`config.mk`:
```
export PLATFORM = sky130hd
export DESIGN_NAME = keyframe_tween_engine_flat
export DESIGN_NICKNAME = d
export VERILOG_FILES = /design/src/hdl/kte_pkg.sv /design/src/hdl/kte_in_if.sv /design/src/hdl/kte_out_if.sv /design/src/hdl/kte_ram.sv /design/src/hdl/kte_div.sv /design/src/hdl/keyframe_tween_engine.sv /design/src/flat_wrapper.sv
export SDC_FILE = /design/constraint.sdc
export NUM_CORES = 2
export LEC_CHECK = 0
export ABC_CLOCK_PERIOD_IN_PS = 12330
export BUFFER_PORTS_ARGS = -buffer_cell sky130_fd_sc_hd__clkbuf_2
export CAP_MARGIN = 20
export CORE_ASPECT_RATIO = 1.5
export CORE_MARGIN = 2
export CORE_UTILIZATION = 52
export CTS_CLUSTER_DIAMETER = 200
export CTS_CLUSTER_SIZE = 10
export DETAILED_ROUTE_END_ITERATION = 7
export PLACE_DENSITY = 0.83
export SLEW_MARGIN = 20
export SYNTH_ARGS = -nofsm -noshare
export SYNTH_HDL_FRONTEND = slang
export SYNTH_SLANG_ARGS = --single-unit
```
`constraint.sdc`:
```
create_clock -name i_clk -period 12.33 [get_ports i_clk]
set_clock_uncertainty 0.15 [all_clocks]
set_input_delay 2.466 -clock i_clk [delete_from_list [all_inputs] [get_ports i_clk]]
set_output_delay 2.466 -clock i_clk [all_outputs]
set_load 0.05 [all_outputs]
```
`src/hdl/kte_pkg.sv`:
```
`timescale 1ns / 1ps
package kte_pkg;

    localparam int MAX_KEYS  = 8;
    localparam int FRAC_BITS = 16;

    localparam int KEY_IDX_W = (MAX_KEYS > 1) ? $clog2(MAX_KEYS) : 1;
    localparam int KEY_CNT_W = $clog2(MAX_KEYS + 1);

    localparam int POS_W     = 17;
    localparam int POS_FRAC  = 16;
    localparam int LEVEL_W   = 32;
    localparam int DUR_W     = 16;
    localparam int TICK_W    = 8;
    localparam int LOOP_W    = 16;
    localparam int ELAPSED_W = 17;
    localparam int ENTRY_W   = POS_W + LEVEL_W;

    localparam int Q_W       = FRAC_BITS + 1;
    // position times duration, position never above one
    localparam int PROD_W    = POS_FRAC + DUR_W;
    localparam int NUM_W     = ELAPSED_W + POS_FRAC + 1;
    localparam int DIV_W     = PROD_W;
    localparam int DCNT_W    = $clog2(FRAC_BITS + 1);
    localparam int STEPS_MAX = (Q_W > DUR_W) ? Q_W : DUR_W;
    localparam int MCNT_W    = $clog2(STEPS_MAX + 1);

    localparam int ACC_W     = LEVEL_W + 1 + Q_W + 1;
    localparam int CH_W      = 8;
    localparam int NUM_CH    = 3;
    localparam int CACC_W    = CH_W + 1 + Q_W;

    localparam logic [Q_W-1:0]   Q_ONE   = {1'b1, {FRAC_BITS{1'b0}}};
    localparam logic [POS_W-1:0] POS_ONE = {1'b1, {POS_FRAC{1'b0}}};

    localparam logic [1:0] FUNC_START = 2'd0;
    localparam logic [1:0] FUNC_TICK  = 2'd1;
    localparam logic [1:0] FUNC_KEY   = 2'd2;

    localparam int APB_W     = 32;
    localparam int PADDR_W   = 5;
    localparam int REG_IDX_W = 3;

    localparam logic [REG_IDX_W-1:0] REG_DURATION    = 3'd0;
    localparam logic [REG_IDX_W-1:0] REG_TICK        = 3'd1;
    localparam logic [REG_IDX_W-1:0] REG_LOOP_LIMIT  = 3'd2;
    localparam logic [REG_IDX_W-1:0] REG_START_LEVEL = 3'd3;
    localparam logic [REG_IDX_W-1:0] REG_END_LEVEL   = 3'd4;
    localparam logic [REG_IDX_W-1:0] REG_COLOR_MODE  = 3'd5;

    localparam logic [DUR_W-1:0]  DURATION_RST   = 16'd0;
    localparam logic [TICK_W-1:0] TICK_RST       = 8'd16;
    localparam logic [LOOP_W-1:0] LOOP_LIMIT_RST = 16'd1;
    localparam logic [LOOP_W-1:0] LOOP_FOREVER   = 16'hFFFF;

    typedef struct packed {
        logic [1:0]                func;
        logic [POS_W-1:0]          key_position;
        logic signed [LEVEL_W-1:0] key_level;
    } t_in_item;

    typedef struct packed {
        logic signed [LEVEL_W-1:0] level;
        logic                      done_res;
        logic                      wrapped;
    } t_out_item;

    typedef struct packed {
        logic start;
    } t_div_ctl;

    typedef struct packed {
        logic done;
    } t_div_sts;

endpackage

```
`src/hdl/kte_in_if.sv`:
```
`timescale 1ns / 1ps
interface kte_in_if;
    logic              valid;
    logic              ready;
    kte_pkg::t_in_item data;

    modport source (output valid, output data, input ready);
    modport sink   (input valid, input data, output ready);
endinterface

```
`src/hdl/kte_out_if.sv`:
```
`timescale 1ns / 1ps
interface kte_out_if;
    logic               valid;
    logic               ready;
    kte_pkg::t_out_item data;

    modport source (output valid, output data, input ready);
    modport sink   (input valid, input data, output ready);
endinterface

```
`src/hdl/kte_ram.sv`:
```
`timescale 1ns / 1ps
module kte_ram #(
    parameter int WIDTH  = 8,
    parameter int DEPTH  = 8,
    parameter int ADDR_W = (DEPTH > 1) ? $clog2(DEPTH) : 1
) (
    input  logic              i_clk,
    input  logic              i_we,
    input  logic [ADDR_W-1:0] i_waddr,
    input  logic [WIDTH-1:0]  i_wdata,
    input  logic [ADDR_W-1:0] i_raddr,
    output logic [WIDTH-1:0]  o_rdata
);

    logic [WIDTH-1:0] r_mem [DEPTH];
    logic [WIDTH-1:0] r_rdata;

    always_ff @(posedge i_clk) begin
        if (i_we) begin
            r_mem[i_waddr] <= i_wdata;
        end
        r_rdata <= r_mem[i_raddr];
    end

    assign o_rdata = r_rdata;

endmodule

```
`src/hdl/kte_div.sv`:
```
`timescale 1ns / 1ps
module kte_div (
    input  logic                          i_clk,
    input  logic                          i_rst_n,
    input  kte_pkg::t_div_ctl             i_ctl,
    input  logic [kte_pkg::DIV_W-1:0]     i_num,
    input  logic [kte_pkg::DIV_W-1:0]     i_den,
    output kte_pkg::t_div_sts             o_sts,
    output logic [kte_pkg::FRAC_BITS-1:0] o_quot
);

    logic [kte_pkg::DIV_W-1:0]     r_rem;
    logic [kte_pkg::DIV_W-1:0]     r_den;
    logic [kte_pkg::FRAC_BITS-1:0] r_quot;
    logic [kte_pkg::DCNT_W-1:0]    r_cnt;
    logic                          r_busy;
    logic                          r_done;

    logic [kte_pkg::DIV_W:0]       w_shift;
    logic [kte_pkg::DIV_W+1:0]     w_diff;

    // remainder stays below the divisor, one quotient bit per cycle
    assign w_shift = {r_rem, 1'b0};
    assign w_diff  = {1'b0, w_shift} - {2'b00, r_den};

    always_ff @(posedge i_clk) begin
        if (!i_rst_n) begin
            r_busy <= 1'b0;
            r_done <= 1'b0;
            r_cnt  <= '0;
        end else begin
            r_done <= 1'b0;
            if (i_ctl.start) begin
                r_busy <= 1'b1;
                r_cnt  <= kte_pkg::DCNT_W'(kte_pkg::FRAC_BITS);
            end else if (r_busy) begin
                r_cnt <= r_cnt - kte_pkg::DCNT_W'(1);
                if (r_cnt == kte_pkg::DCNT_W'(1)) begin
                    r_busy <= 1'b0;
                    r_done <= 1'b1;
                end
            end
        end
    end

    always_ff @(posedge i_clk) begin
        if (i_ctl.start) begin
            r_rem  <= i_num;
            r_den  <= i_den;
            r_quot <= '0;
        end else if (r_busy) begin
            if (!w_diff[kte_pkg::DIV_W+1]) begin
                r_rem  <= w_diff[kte_pkg::DIV_W-1:0];
                r_quot <= {r_quot[kte_pkg::FRAC_BITS-2:0], 1'b1};
            end else begin
                r_rem  <= w_shift[kte_pkg::DIV_W-1:0];
                r_quot <= {r_quot[kte_pkg::FRAC_BITS-2:0], 1'b0};
            end
        end
    end

    assign o_sts.done = r_done;
    assign o_quot     = r_quot;

endmodule

```
`src/hdl/keyframe_tween_engine.sv`:
```
`timescale 1ns / 1ps
// a tick reads the lower and upper keys, forms the shift-add position products and the segment
// ratio, which uses the 16-step divider when it lies strictly between zero and one, then runs
// the shift-add interpolation product and loads the output register once the output is free
// throughput: one tick in flight at a time, the next item is taken once the result is loaded
// reset is synchronous: running state, counters and configuration registers go to their defaults,
// the keyframe store and the per-tick work registers are not cleared
module keyframe_tween_engine (
    input  logic                          i_clk,
    input  logic                          i_rst_n,
    kte_in_if.sink                        i_in,
    kte_out_if.source                     o_out,
    input  logic                          psel,
    input  logic                          penable,
    input  logic                          pwrite,
    input  logic [kte_pkg::PADDR_W-1:0]   paddr,
    input  logic [kte_pkg::APB_W-1:0]     pwdata,
    output logic [kte_pkg::APB_W-1:0]     prdata,
    output logic                          pready
);

    typedef enum logic [3:0] {
        S_IDLE,
        S_RD_LO,
        S_RD_HI,
        S_LOAD_HI,
        S_MUL_POS,
        S_RATIO,
        S_DIV,
        S_LERP_INIT,
        S_MUL_Q,
        S_DONE
    } t_state;

    t_state r_state;

    // configuration
    logic [kte_pkg::DUR_W-1:0]          r_duration;
    logic [kte_pkg::TICK_W-1:0]         r_tick;
    logic [kte_pkg::LOOP_W-1:0]         r_loop_limit;
    logic signed [kte_pkg::LEVEL_W-1:0] r_start_level;
    logic signed [kte_pkg::LEVEL_W-1:0] r_end_level;
    logic                               r_color_mode;

    // animation state
    logic [kte_pkg::ELAPSED_W-1:0]      r_elapsed;
    logic [kte_pkg::LOOP_W-1:0]         r_loop_index;
    logic [kte_pkg::KEY_CNT_W-1:0]      r_target;
    logic [kte_pkg::KEY_CNT_W-1:0]      r_key_count;
    logic                               r_running;

    logic                               r_out_valid;
    kte_pkg::t_out_item                 r_out_data;

    // per-tick work registers
    logic [kte_pkg::KEY_CNT_W-1:0]      r_t;
    logic [kte_pkg::PROD_W-1:0]         r_lo_m;
    logic [kte_pkg::PROD_W-1:0]         r_hi_m;
    logic [kte_pkg::PROD_W-1:0]         r_lo_acc;
    logic [kte_pkg::PROD_W-1:0]         r_hi_acc;
    logic [kte_pkg::DUR_W-1:0]          r_dsh;
    logic [kte_pkg::MCNT_W-1:0]         r_cnt;
    logic signed [kte_pkg::LEVEL_W-1:0] r_a;
    logic signed [kte_pkg::LEVEL_W-1:0] r_b;
    logic [kte_pkg::Q_W-1:0]            r_q;
    logic [kte_pkg::Q_W-1:0]            r_qsh;
    logic signed [kte_pkg::ACC_W-1:0]   r_m;
    logic signed [kte_pkg::ACC_W-1:0]   r_acc;
    logic signed [kte_pkg::CACC_W-1:0]  r_cm   [kte_pkg::NUM_CH];
    logic signed [kte_pkg::CACC_W-1:0]  r_cacc [kte_pkg::NUM_CH];

    logic                               w_accept;
    logic                               w_cfg_we;
    logic [kte_pkg::REG_IDX_W-1:0]      w_reg_idx;
    logic                               w_key_ok;
    logic                               w_ram_we;
    logic [kte_pkg::KEY_IDX_W-1:0]      w_raddr;
    logic [kte_pkg::KEY_CNT_W-1:0]      w_t_m1;
    logic [kte_pkg::KEY_CNT_W-1:0]      w_t_sel;
    logic [kte_pkg::ENTRY_W-1:0]        w_rdata;
    logic [kte_pkg::POS_W-1:0]          w_rd_pos;
    logic signed [kte_pkg::LEVEL_W-1:0] w_rd_lvl;
    logic                               w_t_pos;
    logic                               w_t_inner;

    logic signed [kte_pkg::NUM_W-1:0]   w_num;
    logic signed [kte_pkg::NUM_W-1:0]   w_den;
    kte_pkg::t_div_ctl                  w_div_ctl;
    kte_pkg::t_div_sts                  w_div_sts;
    logic [kte_pkg::FRAC_BITS-1:0]      w_quot;

    logic signed [kte_pkg::LEVEL_W:0]   w_diff;
    logic signed [kte_pkg::ACC_W-1:0]   w_tq;
    logic signed [kte_pkg::ACC_W-1:0]   w_v;
    logic signed [kte_pkg::ACC_W-1:0]   w_b_ext;
    logic signed [kte_pkg::ACC_W-1:0]   w_clamp;
    logic                               w_rnd;
    logic [kte_pkg::LEVEL_W-1:0]        w_rgb;

    logic                               w_out_free;
    logic                               w_at_end;
    logic [kte_pkg::LOOP_W-1:0]         n_loop_index;
    logic                               w_finish;
    logic [kte_pkg::KEY_CNT_W-1:0]      n_target;
    logic [kte_pkg::ELAPSED_W-1:0]      n_elapsed;
    logic signed [kte_pkg::LEVEL_W-1:0] n_level;

    // handshakes
    assign i_in.ready  = (r_state == S_IDLE);
    assign w_accept    = i_in.valid && i_in.ready;
    assign o_out.valid = r_out_valid;
    assign o_out.data  = r_out_data;
    assign w_out_free  = !r_out_valid || o_out.ready;

    // configuration port
    assign pready    = 1'b1;
    assign w_reg_idx = paddr[kte_pkg::PADDR_W-1:2];
    assign w_cfg_we  = psel && penable && pwrite && pready;

    always_comb begin
        unique case (w_reg_idx)
            kte_pkg::REG_DURATION:    prdata = kte_pkg::APB_W'(r_duration);
            kte_pkg::REG_TICK:        prdata = kte_pkg::APB_W'(r_tick);
            kte_pkg::REG_LOOP_LIMIT:  prdata = kte_pkg::APB_W'($signed(r_loop_limit));
            kte_pkg::REG_START_LEVEL: prdata = r_start_level;
            kte_pkg::REG_END_LEVEL:   prdata = r_end_level;
            kte_pkg::REG_COLOR_MODE:  prdata = kte_pkg::APB_W'(r_color_mode);
            default:                  prdata = '0;
        endcase
    end

    always_ff @(posedge i_clk) begin
        if (!i_rst_n) begin
            r_duration    <= kte_pkg::DURATION_RST;
            r_tick        <= kte_pkg::TICK_RST;
            r_loop_limit  <= kte_pkg::LOOP_LIMIT_RST;
            r_start_level <= '0;
            r_end_level   <= '0;
            r_color_mode  <= 1'b0;
        end else if (w_cfg_we) begin
            unique case (w_reg_idx)
                kte_pkg::REG_DURATION:    r_duration    <= pwdata[kte_pkg::DUR_W-1:0];
                kte_pkg::REG_TICK:        r_tick        <= pwdata[kte_pkg::TICK_W-1:0];
                kte_pkg::REG_LOOP_LIMIT:  r_loop_limit  <= pwdata[kte_pkg::LOOP_W-1:0];
                kte_pkg::REG_START_LEVEL: r_start_level <= pwdata;
                kte_pkg::REG_END_LEVEL:   r_end_level   <= pwdata;
                kte_pkg::REG_COLOR_MODE:  r_color_mode  <= pwdata[0];
                default: ;
            endcase
        end
    end

    // keyframe store
    assign w_key_ok = (i_in.data.key_position != '0)
                   && (i_in.data.key_position < kte_pkg::POS_ONE)
                   && (r_key_count < kte_pkg::KEY_CNT_W'(kte_pkg::MAX_KEYS));
    assign w_ram_we = w_accept && (i_in.data.func == kte_pkg::FUNC_KEY) && w_key_ok;
    assign w_t_m1   = r_t - kte_pkg::KEY_CNT_W'(1);
    assign w_raddr  = (r_state == S_RD_LO) ? w_t_m1[kte_pkg::KEY_IDX_W-1:0]
                                           : r_t[kte_pkg::KEY_IDX_W-1:0];
    assign w_t_sel  = (r_target > r_key_count) ? r_key_count : r_target;

    kte_ram #(
        .WIDTH (kte_pkg::ENTRY_W),
        .DEPTH (kte_pkg::MAX_KEYS)
    ) u_key_ram (
        .i_clk   (i_clk),
        .i_we    (w_ram_we),
        .i_waddr (r_key_count[kte_pkg::KEY_IDX_W-1:0]),
        .i_wdata ({i_in.data.key_position, i_in.data.key_level}),
        .i_raddr (w_raddr),
        .o_rdata (w_rdata)
    );

    assign w_rd_pos  = w_rdata[kte_pkg::ENTRY_W-1 -: kte_pkg::POS_W];
    assign w_rd_lvl  = w_rdata[kte_pkg::LEVEL_W-1:0];
    assign w_t_pos   = (r_t != '0);
    assign w_t_inner = (r_t < r_key_count);

    // segment ratio
    assign w_num = {1'b0, r_elapsed, {kte_pkg::POS_FRAC{1'b0}}} - {2'b00, r_lo_acc};
    assign w_den = {2'b00, r_hi_acc} - {2'b00, r_lo_acc};

    assign w_div_ctl.start = (r_state == S_RATIO) && (w_den > 0) && (w_num > 0)
                          && (w_num < w_den);

    kte_div u_div (
        .i_clk   (i_clk),
        .i_rst_n (i_rst_n),
        .i_ctl   (w_div_ctl),
        .i_num   (w_num[kte_pkg::DIV_W-1:0]),
        .i_den   (w_den[kte_pkg::DIV_W-1:0]),
        .o_sts   (w_div_sts),
        .o_quot  (w_quot)
    );

    // scalar finish: truncate toward zero, clamp toward end
    assign w_diff  = {r_b[kte_pkg::LEVEL_W-1], r_b} - {r_a[kte_pkg::LEVEL_W-1], r_a};
    assign w_tq    = r_acc >>> kte_pkg::FRAC_BITS;
    assign w_rnd   = r_acc[kte_pkg::ACC_W-1] && (r_acc[kte_pkg::FRAC_BITS-1:0] != '0);
    assign w_v     = w_tq + $signed({{(kte_pkg::ACC_W-1){1'b0}}, w_rnd});
    assign w_b_ext = {{(kte_pkg::ACC_W-kte_pkg::LEVEL_W){r_b[kte_pkg::LEVEL_W-1]}}, r_b};

    always_comb begin
        w_clamp = w_v;
        if (r_a > r_b) begin
            if (w_v < w_b_ext) begin
                w_clamp = w_b_ext;
            end
        end else if (w_v > w_b_ext) begin
            w_clamp = w_b_ext;
        end
    end

    // per-channel finish
    always_comb begin
        logic signed [kte_pkg::CACC_W-1:0] v_cq;
        logic                              v_crnd;
        w_rgb = '0;
        for (int ch = 0; ch < kte_pkg::NUM_CH; ch++) begin
            v_cq   = r_cacc[ch] >>> kte_pkg::FRAC_BITS;
            v_crnd = r_cacc[ch][kte_pkg::CACC_W-1]
                  && (r_cacc[ch][kte_pkg::FRAC_BITS-1:0] != '0);
            w_rgb[kte_pkg::CH_W*ch +: kte_pkg::CH_W] =
                r_a[kte_pkg::CH_W*ch +: kte_pkg::CH_W] + v_cq[kte_pkg::CH_W-1:0]
                + kte_pkg::CH_W'(v_crnd);
        end
    end

    assign n_level = r_color_mode ? $signed(w_rgb) : w_clamp[kte_pkg::LEVEL_W-1:0];

    // end of pass
    assign w_at_end     = (r_elapsed >= {1'b0, r_duration});
    assign n_loop_index = (r_loop_index != '1) ? r_loop_index + kte_pkg::LOOP_W'(1)
                                               : r_loop_index;
    assign w_finish     = (r_loop_limit != kte_pkg::LOOP_FOREVER)
                       && ($signed({1'b0, n_loop_index})
                           >= $signed({r_loop_limit[kte_pkg::LOOP_W-1], r_loop_limit}));
    assign n_target     = ((r_q == kte_pkg::Q_ONE) && w_t_inner)
                        ? r_t + kte_pkg::KEY_CNT_W'(1) : r_t;
    assign n_elapsed    = r_elapsed + kte_pkg::ELAPSED_W'(r_tick);

    always_ff @(posedge i_clk) begin
        if (!i_rst_n) begin
            r_state      <= S_IDLE;
            r_elapsed    <= '0;
            r_loop_index <= '0;
            r_target     <= '0;
            r_key_count  <= '0;
            r_running    <= 1'b0;
            r_out_valid  <= 1'b0;
        end else begin
            if (o_out.ready) begin
                r_out_valid <= 1'b0;
            end
            unique case (r_state)
                S_IDLE: begin
                    if (w_accept) begin
                        case (i_in.data.func)
                            kte_pkg::FUNC_START: begin
                                r_elapsed    <= '0;
                                r_loop_index <= '0;
                                r_target     <= '0;
                                r_running    <= 1'b1;
                            end
                            kte_pkg::FUNC_KEY: begin
                                if (w_key_ok) begin
                                    r_key_count <= r_key_count + kte_pkg::KEY_CNT_W'(1);
                                end
                            end
                            kte_pkg::FUNC_TICK: begin
                                if (r_running) begin
                                    r_state <= S_RD_LO;
                                end
                            end
                            default: ;
                        endcase
                    end
                end
                S_RD_LO:   r_state <= S_RD_HI;
                S_RD_HI:   r_state <= S_LOAD_HI;
                S_LOAD_HI: r_state <= S_MUL_POS;
                S_MUL_POS: begin
                    if (r_cnt == kte_pkg::MCNT_W'(1)) begin
                        r_state <= S_RATIO;
                    end
                end
                S_RATIO: begin
                    r_state <= w_div_ctl.start ? S_DIV : S_LERP_INIT;
                end
                S_DIV: begin
                    if (w_div_sts.done) begin
                        r_state <= S_LERP_INIT;
                    end
                end
                S_LERP_INIT: r_state <= S_MUL_Q;
                S_MUL_Q: begin
                    if (r_cnt == kte_pkg::MCNT_W'(1)) begin
                        r_state <= S_DONE;
                    end
                end
                S_DONE: begin
                    if (w_out_free) begin
                        r_out_valid      <= 1'b1;
                        r_out_data.level <= n_level;
                        r_state          <= S_IDLE;
                        if (w_at_end) begin
                            r_loop_index <= n_loop_index;
                            if (w_finish) begin
                                r_running           <= 1'b0;
                                r_elapsed           <= n_elapsed;
                                r_target            <= n_target;
                                r_out_data.done_res <= 1'b1;
                                r_out_data.wrapped  <= 1'b0;
                            end else begin
                                r_elapsed           <= '0;
                                r_target            <= '0;
                                r_out_data.done_res <= 1'b0;
                                r_out_data.wrapped  <= 1'b1;
                            end
                        end else begin
                            r_elapsed           <= n_elapsed;
                            r_target            <= n_target;
                            r_out_data.done_res <= 1'b0;
                            r_out_data.wrapped  <= 1'b0;
                        end
                    end
                end
                default: r_state <= S_IDLE;
            endcase
        end
    end

    // datapath: serial products and ratio
    always_ff @(posedge i_clk) begin
        case (r_state)
            S_IDLE: begin
                r_t <= w_t_sel;
            end
            S_RD_HI: begin
                r_lo_m <= w_t_pos ? kte_pkg::PROD_W'(w_rd_pos) : '0;
                r_a    <= w_t_pos ? w_rd_lvl : r_start_level;
            end
            S_LOAD_HI: begin
                r_hi_m   <= w_t_inner ? kte_pkg::PROD_W'(w_rd_pos)
                                      : kte_pkg::PROD_W'(kte_pkg::POS_ONE);
                r_b      <= w_t_inner ? w_rd_lvl : r_end_level;
                r_dsh    <= r_duration;
                r_lo_acc <= '0;
                r_hi_acc <= '0;
                r_cnt    <= kte_pkg::MCNT_W'(kte_pkg::DUR_W);
            end
            S_MUL_POS: begin
                if (r_dsh[0]) begin
                    r_lo_acc <= r_lo_acc + r_lo_m;
                    r_hi_acc <= r_hi_acc + r_hi_m;
                end
                r_lo_m <= {r_lo_m[kte_pkg::PROD_W-2:0], 1'b0};
                r_hi_m <= {r_hi_m[kte_pkg::PROD_W-2:0], 1'b0};
                r_dsh  <= {1'b0, r_dsh[kte_pkg::DUR_W-1:1]};
                r_cnt  <= r_cnt - kte_pkg::MCNT_W'(1);
            end
            S_RATIO: begin
                // zero or negative segment length counts as complete
                if (w_den <= 0) begin
                    r_q <= kte_pkg::Q_ONE;
                end else if (w_num <= 0) begin
                    r_q <= '0;
                end else begin
                    r_q <= kte_pkg::Q_ONE;
                end
            end
            S_DIV: begin
                if (w_div_sts.done) begin
                    r_q <= {1'b0, w_quot};
                end
            end
            S_LERP_INIT: begin
                r_qsh <= r_q;
                r_m   <= {{(kte_pkg::ACC_W-kte_pkg::LEVEL_W-1){w_diff[kte_pkg::LEVEL_W]}},
                          w_diff};
                r_acc <= {{(kte_pkg::ACC_W-kte_pkg::LEVEL_W-kte_pkg::FRAC_BITS)
                           {r_a[kte_pkg::LEVEL_W-1]}}, r_a, {kte_pkg::FRAC_BITS{1'b0}}};
                for (int ch = 0; ch < kte_pkg::NUM_CH; ch++) begin
                    r_cm[ch]   <= kte_pkg::CACC_W'(
                        $signed({1'b0, r_b[kte_pkg::CH_W*ch +: kte_pkg::CH_W]})
                        - $signed({1'b0, r_a[kte_pkg::CH_W*ch +: kte_pkg::CH_W]}));
                    r_cacc[ch] <= '0;
                end
                r_cnt <= kte_pkg::MCNT_W'(kte_pkg::Q_W);
            end
            S_MUL_Q: begin
                if (r_qsh[0]) begin
                    r_acc <= r_acc + r_m;
                    for (int ch = 0; ch < kte_pkg::NUM_CH; ch++) begin
                        r_cacc[ch] <= r_cacc[ch] + r_cm[ch];
                    end
                end
                r_m <= r_m <<< 1;
                for (int ch = 0; ch < kte_pkg::NUM_CH; ch++) begin
                    r_cm[ch] <= r_cm[ch] <<< 1;
                end
                r_qsh <= {1'b0, r_qsh[kte_pkg::Q_W-1:1]};
                r_cnt <= r_cnt - kte_pkg::MCNT_W'(1);
            end
            default: ;
        endcase
    end

endmodule

```
`src/flat_wrapper.sv`:
```
// flat-port wrapper written by rule: the top's interface ports become plain ports
module keyframe_tween_engine_flat 
  (i_clk, i_rst_n, psel, penable, pwrite, paddr, pwdata, prdata, pready, i_in_valid, i_in_data, i_in_ready, o_out_valid, o_out_data, o_out_ready);
  kte_in_if i_in_i ();
  kte_out_if o_out_i ();
  input  logic i_clk;
  input  logic i_rst_n;
  input  logic psel;
  input  logic penable;
  input  logic pwrite;
  input  logic [kte_pkg::PADDR_W-1:0] paddr;
  input  logic [kte_pkg::APB_W-1:0] pwdata;
  output logic [kte_pkg::APB_W-1:0] prdata;
  output logic pready;
  input wire logic [$bits(i_in_i.valid)-1:0] i_in_valid;
  input wire logic [$bits(i_in_i.data)-1:0] i_in_data;
  output wire logic [$bits(i_in_i.ready)-1:0] i_in_ready;
  output wire logic [$bits(o_out_i.valid)-1:0] o_out_valid;
  output wire logic [$bits(o_out_i.data)-1:0] o_out_data;
  input wire logic [$bits(o_out_i.ready)-1:0] o_out_ready;
  assign i_in_i.valid = i_in_valid;
  assign i_in_i.data = i_in_data;
  assign i_in_ready = i_in_i.ready;
  assign o_out_valid = o_out_i.valid;
  assign o_out_data = o_out_i.data;
  assign o_out_i.ready = o_out_ready;
  keyframe_tween_engine u_core (.i_clk(i_clk), .i_rst_n(i_rst_n), .i_in(i_in_i), .o_out(o_out_i), .psel(psel), .penable(penable), .pwrite(pwrite), .paddr(paddr), .pwdata(pwdata), .prdata(prdata), .pready(pready));
endmodule
```
==> qor.yml <==
run_status:
  outcome: "complete, no violations"
hold_path:
  min-delay-start: "u_core.r_end_level[0]"
  hold_end: "u_core.r_end_level[0]"
  hold_class: "flip-flop to flip-flop"
  min_path_cells: 2
worst_setup_path:
  crit_required_ps: 9710
  crit_arrival_ps: 5100
  worstSetupEndpointType: "output port"
  reg2reg_depth: 19
  rrSetupSlack_ps: 5270
  cp_max_fo: 28
  cp_num_buf_inv: 2
  r2r_start: "u_core.r_lo_acc[0]"
  r2r_end: "u_core.u_div.r_den[20]"
  critPathLaunchType: "input pin"
  critical_path.max_stage_delay_ps: 910
  cp_top_family: "simple AND/OR/NAND/NOR gates"
  critical_path_class: "input pin to output port"
  critPathSlowestCell: "nor2b_2"
  path_common_cell: "clkbuf_2"
  cp_cell_sequence: "clkbuf_2, nor2b_1, nor2b_2, nand2_1, o21ai_0, clkbuf_2"
clock_tree:
  clock_sinks: 1215
  cts_buffers: 139
  cts_tree: "done"
  clk_latency_ps: 800
  htree_num_levels: 4
  ctsHoldBuffers: 0
  clk_pin_slew_worst_paths_ps: 60
  clockRootBuffer: "clkbuf_16"
  clockBufferDepth: 3
  cts-resized-gates: 0
  cts_setup_buffers: 0
floorplan:
  placementRows: 161
  dieArea_um2: 132800
  core_area_um2: 128500
  die_w_um: 298.2
  start_util: 0.5252
  fp.dieH_um: 445.2
  ios: 164
final_layout:
  drive_above_1_share: 0.09983
  fin_nets: 6845
  fill_cells: 10120
  utilization: 0.5789
  synthToLayoutAreaGrowth_pct: 10.22
flow_run:
  maxCapViolations: 0
drt:
  drc: 0
  wirelength_mm: 175.9
  dr.pass1.iters: 8
  ant_nets: 0
  vias_per_cell: 6.145
  vias: 49728
  wl_per_cell_um: 21.74
  drtIter0Drc: 4494
pwr:
  switching_power_uw: 1835
  p_int_uw: 6631
  swShare: 0.2167
  ir_drop_uv: 169.2
  p_clk_frac: 0.453
  power_density_nw_per_um2: 113.8
  p_seq_frac: 0.524
  power_uw: 8466
  comb_power_share: 0.023
  power.leakage_uw: 0.02876
placed_design:
  detailed_place_hpwl_mm: 120.6
  port_buffers: 160
  place_congestion: 0.9614
sta:
  worstMarginPinSlew_ps: 1246
  timing.final.hold_violations: 0
  setup_viol: 0
  fin_crit_sh: 0.6256
  final_max_slew_viol_count: 0
  min_period_ps: 7713
  relSlewSlack: 0.1591
  setup_tns_ps: 0
  fmax_ghz: 0.1296
  rsz0062_at_grt: "false"
yosys:
  syn_area_um2: 67490
  yosys.cell_types.count: 88
  syn_nets: 6723
  synthCells: 6163
  synth-seq-area-share: 0.5073
  ys_seq_elements: 1215
  synth-edff-count: 991
  async_flop_share: 0
  syn_area_per_cell_um2: 10.95
  synth_warnings: 0
  synth-main-ff-cell: "edfxtp_1"
global_routing:
  grt_overflow: 0
  track_usage: 0.2597
  grt_max_degree: 139
  grt_pass1_vias: 49941
  grt_pass1_wl_mm: 272.3
  antenna_found_initial: 16
-- metal layers --
metal / GRT usage / wire length, µm / share of wire / vias to the layer above
li1: - / - / - / 22851
met1: 0.3115 / 66190 / 0.38 / 24033
met2: 0.4436 / 86380 / 0.49 / 2279
met3: 0.04665 / 13400 / 0.076 / 547
met4: 0.1407 / 9839 / 0.056 / 18
met5: 0 / 128 / 0.00073 / -
-- cell usage after synthesis (49+ instances only) --
cell	instances	share of area
a21boi_0	119	0.013
nor2b_1	93	0.0086
and3_1	60	0.0056
mux4_2	99	0.033
inv_1	322	0.018
nor2_1	376	0.021
xnor2_1	199	0.026
nand3_1	112	0.0083
edfxtp_1	991	0.44
ha_1	447	0.083
nor3_1	86	0.0064
o21ai_0	274	0.020
o21a_1	64	0.0071
clkbuf_1	210	0.012
a21o_1	246	0.027
xor2_1	135	0.018
mux2_2	85	0.014
a21oi_1	343	0.025
mux2i_1	112	0.017
nand4_1	66	0.0061
nor4_1	55	0.0051
nand2_1	790	0.044
and2_1	85	0.0079
nand2b_1	49	0.0045
dfxtp_1	224	0.066
-- worst reg2reg max path, cell delays in order, from the launching register on --
cell,delay (ps)
edfxtp_1,550
ha_1,250
inv_1,60
fa_1,430
a211oi_1,310
o21ai_0,160
a2111oi_0,840
nor2_1,260
xor2_1,320
inv_1,90
ha_1,320
nand4_1,140
a211oi_1,90
a2111oi_0,760
o2111ai_1,210
nand3_1,160
o2111ai_1,130
buf_4,230
or3_1,440
inv_2,740
-- how the worst max path moves through the flow --
stage                      start         endpoint  slack (ps)  depth (start not counted)
2_1_floorplan  u_core.r_state[1]  u_core.r_cnt[0]         250                          4
3_3_place_gp            paddr[4]       prdata[18]        4810                          6
3_5_place_dp            paddr[4]       prdata[18]        4780                          6
4_1_cts                 paddr[4]       prdata[18]        4720                          6
5_1_grt                 paddr[4]       prdata[18]        4580                          6
6_report                paddr[4]       prdata[18]        4620                          6
-- logic make-up (layout without fill, tap and decap cells) --
kind of cell / after synthesis / count (layout) / share of synthesized area
and+or+nand+nor: 1898 / 1898 / 0.1311
AOI/OAI and AO/OA: 1392 / 1392 / 0.1339
DFF: 1215 / 1215 / 0.5073
buffers and inverters: 558 / 766 / 0.03153
adders and majority gates: 465 / 465 / 0.08820
xor gates and xnor gates: 334 / 334 / 0.04334
muxes: 300 / 300 / 0.06449
other: 1 / 11 / 0.00005556
-- layout make-up --
cell class / instances / area (µm²) / share of cell area
inverters: 323 / 1212 / 0.01630
diodes: 10 / 25.02 / 0.0003364
well taps: 1711 / 2141 / 0.02878
clock buffers: 212 / 3774 / 0.05072
clock inverters: 15 / 352.8 / 0.004743
repair buffers: 216 / 1276 / 0.01715
flip-flops and latches: 1215 / 34250 / 0.4603
multi-input cells: 4390 / 31370 / 0.4217
-- registers in the layout, indices dropped and copies added, names as in the netlist, 34 cells and up --
register and flops:
u_core.r_acc 51, u_core.u_key_ram.o_rdata 49, u_core.u_key_ram.r_mem 392, u_core.r_cacc 78, u_core.r_cm 71, u_core.r_m 50, u_core.o_out.data 34
-- cells in the final DEF, fill, tap and decap left out, types with 80 or more instances in the layout --
| master | instances |
|---|---|
| a21boi_0 | 119 |
| a21o_1 | 245 |
| a21oi_1 | 341 |
| and2_1 | 83 |
| clkbuf_16 | 140 |
| clkbuf_2 | 159 |
| dfxtp_1 | 222 |
| edfxtp_1 | 991 |
| ha_1 | 447 |
| inv_1 | 322 |
| mux2_2 | 85 |
| mux2i_1 | 111 |
| mux4_2 | 99 |
| nand2_1 | 788 |
| nand3_1 | 111 |
| nor2_1 | 366 |
| nor2b_1 | 92 |
| nor3_1 | 80 |
| o21ai_0 | 270 |
| xnor2_1 | 198 |
| xor2_1 | 134 |
-- power groups by stage --
stage / logic [µW] / registers (µW) / clock network, µW
after floorplan: 110 / 4520 / 0
after global routing: 204 / 4440 / 4020
final: 194 / 4440 / 3830
after global placement: 179 / 4520 / 0
after detailed placement: 185 / 4520 / 0
after CTS: 189 / 4440 / 3870
-- through the flow --
step | instances | setup WS (ps) | area (µm²) | hold slack (ps)
global route | 8088 | 4576 | 74390 | 344.7
finish | 8092 | 4617 | 74400 | 331.8
global placement | 7853 | 4811 | 70180 | 306.0
floorplan | 6163 | 251.1 | 67490 | 293.5
CTS | 8080 | 4720 | 74310 | 326.4
detailed placement | 7853 | 4783 | 70180 | 319.0
(Power assumes the default switching activity.)
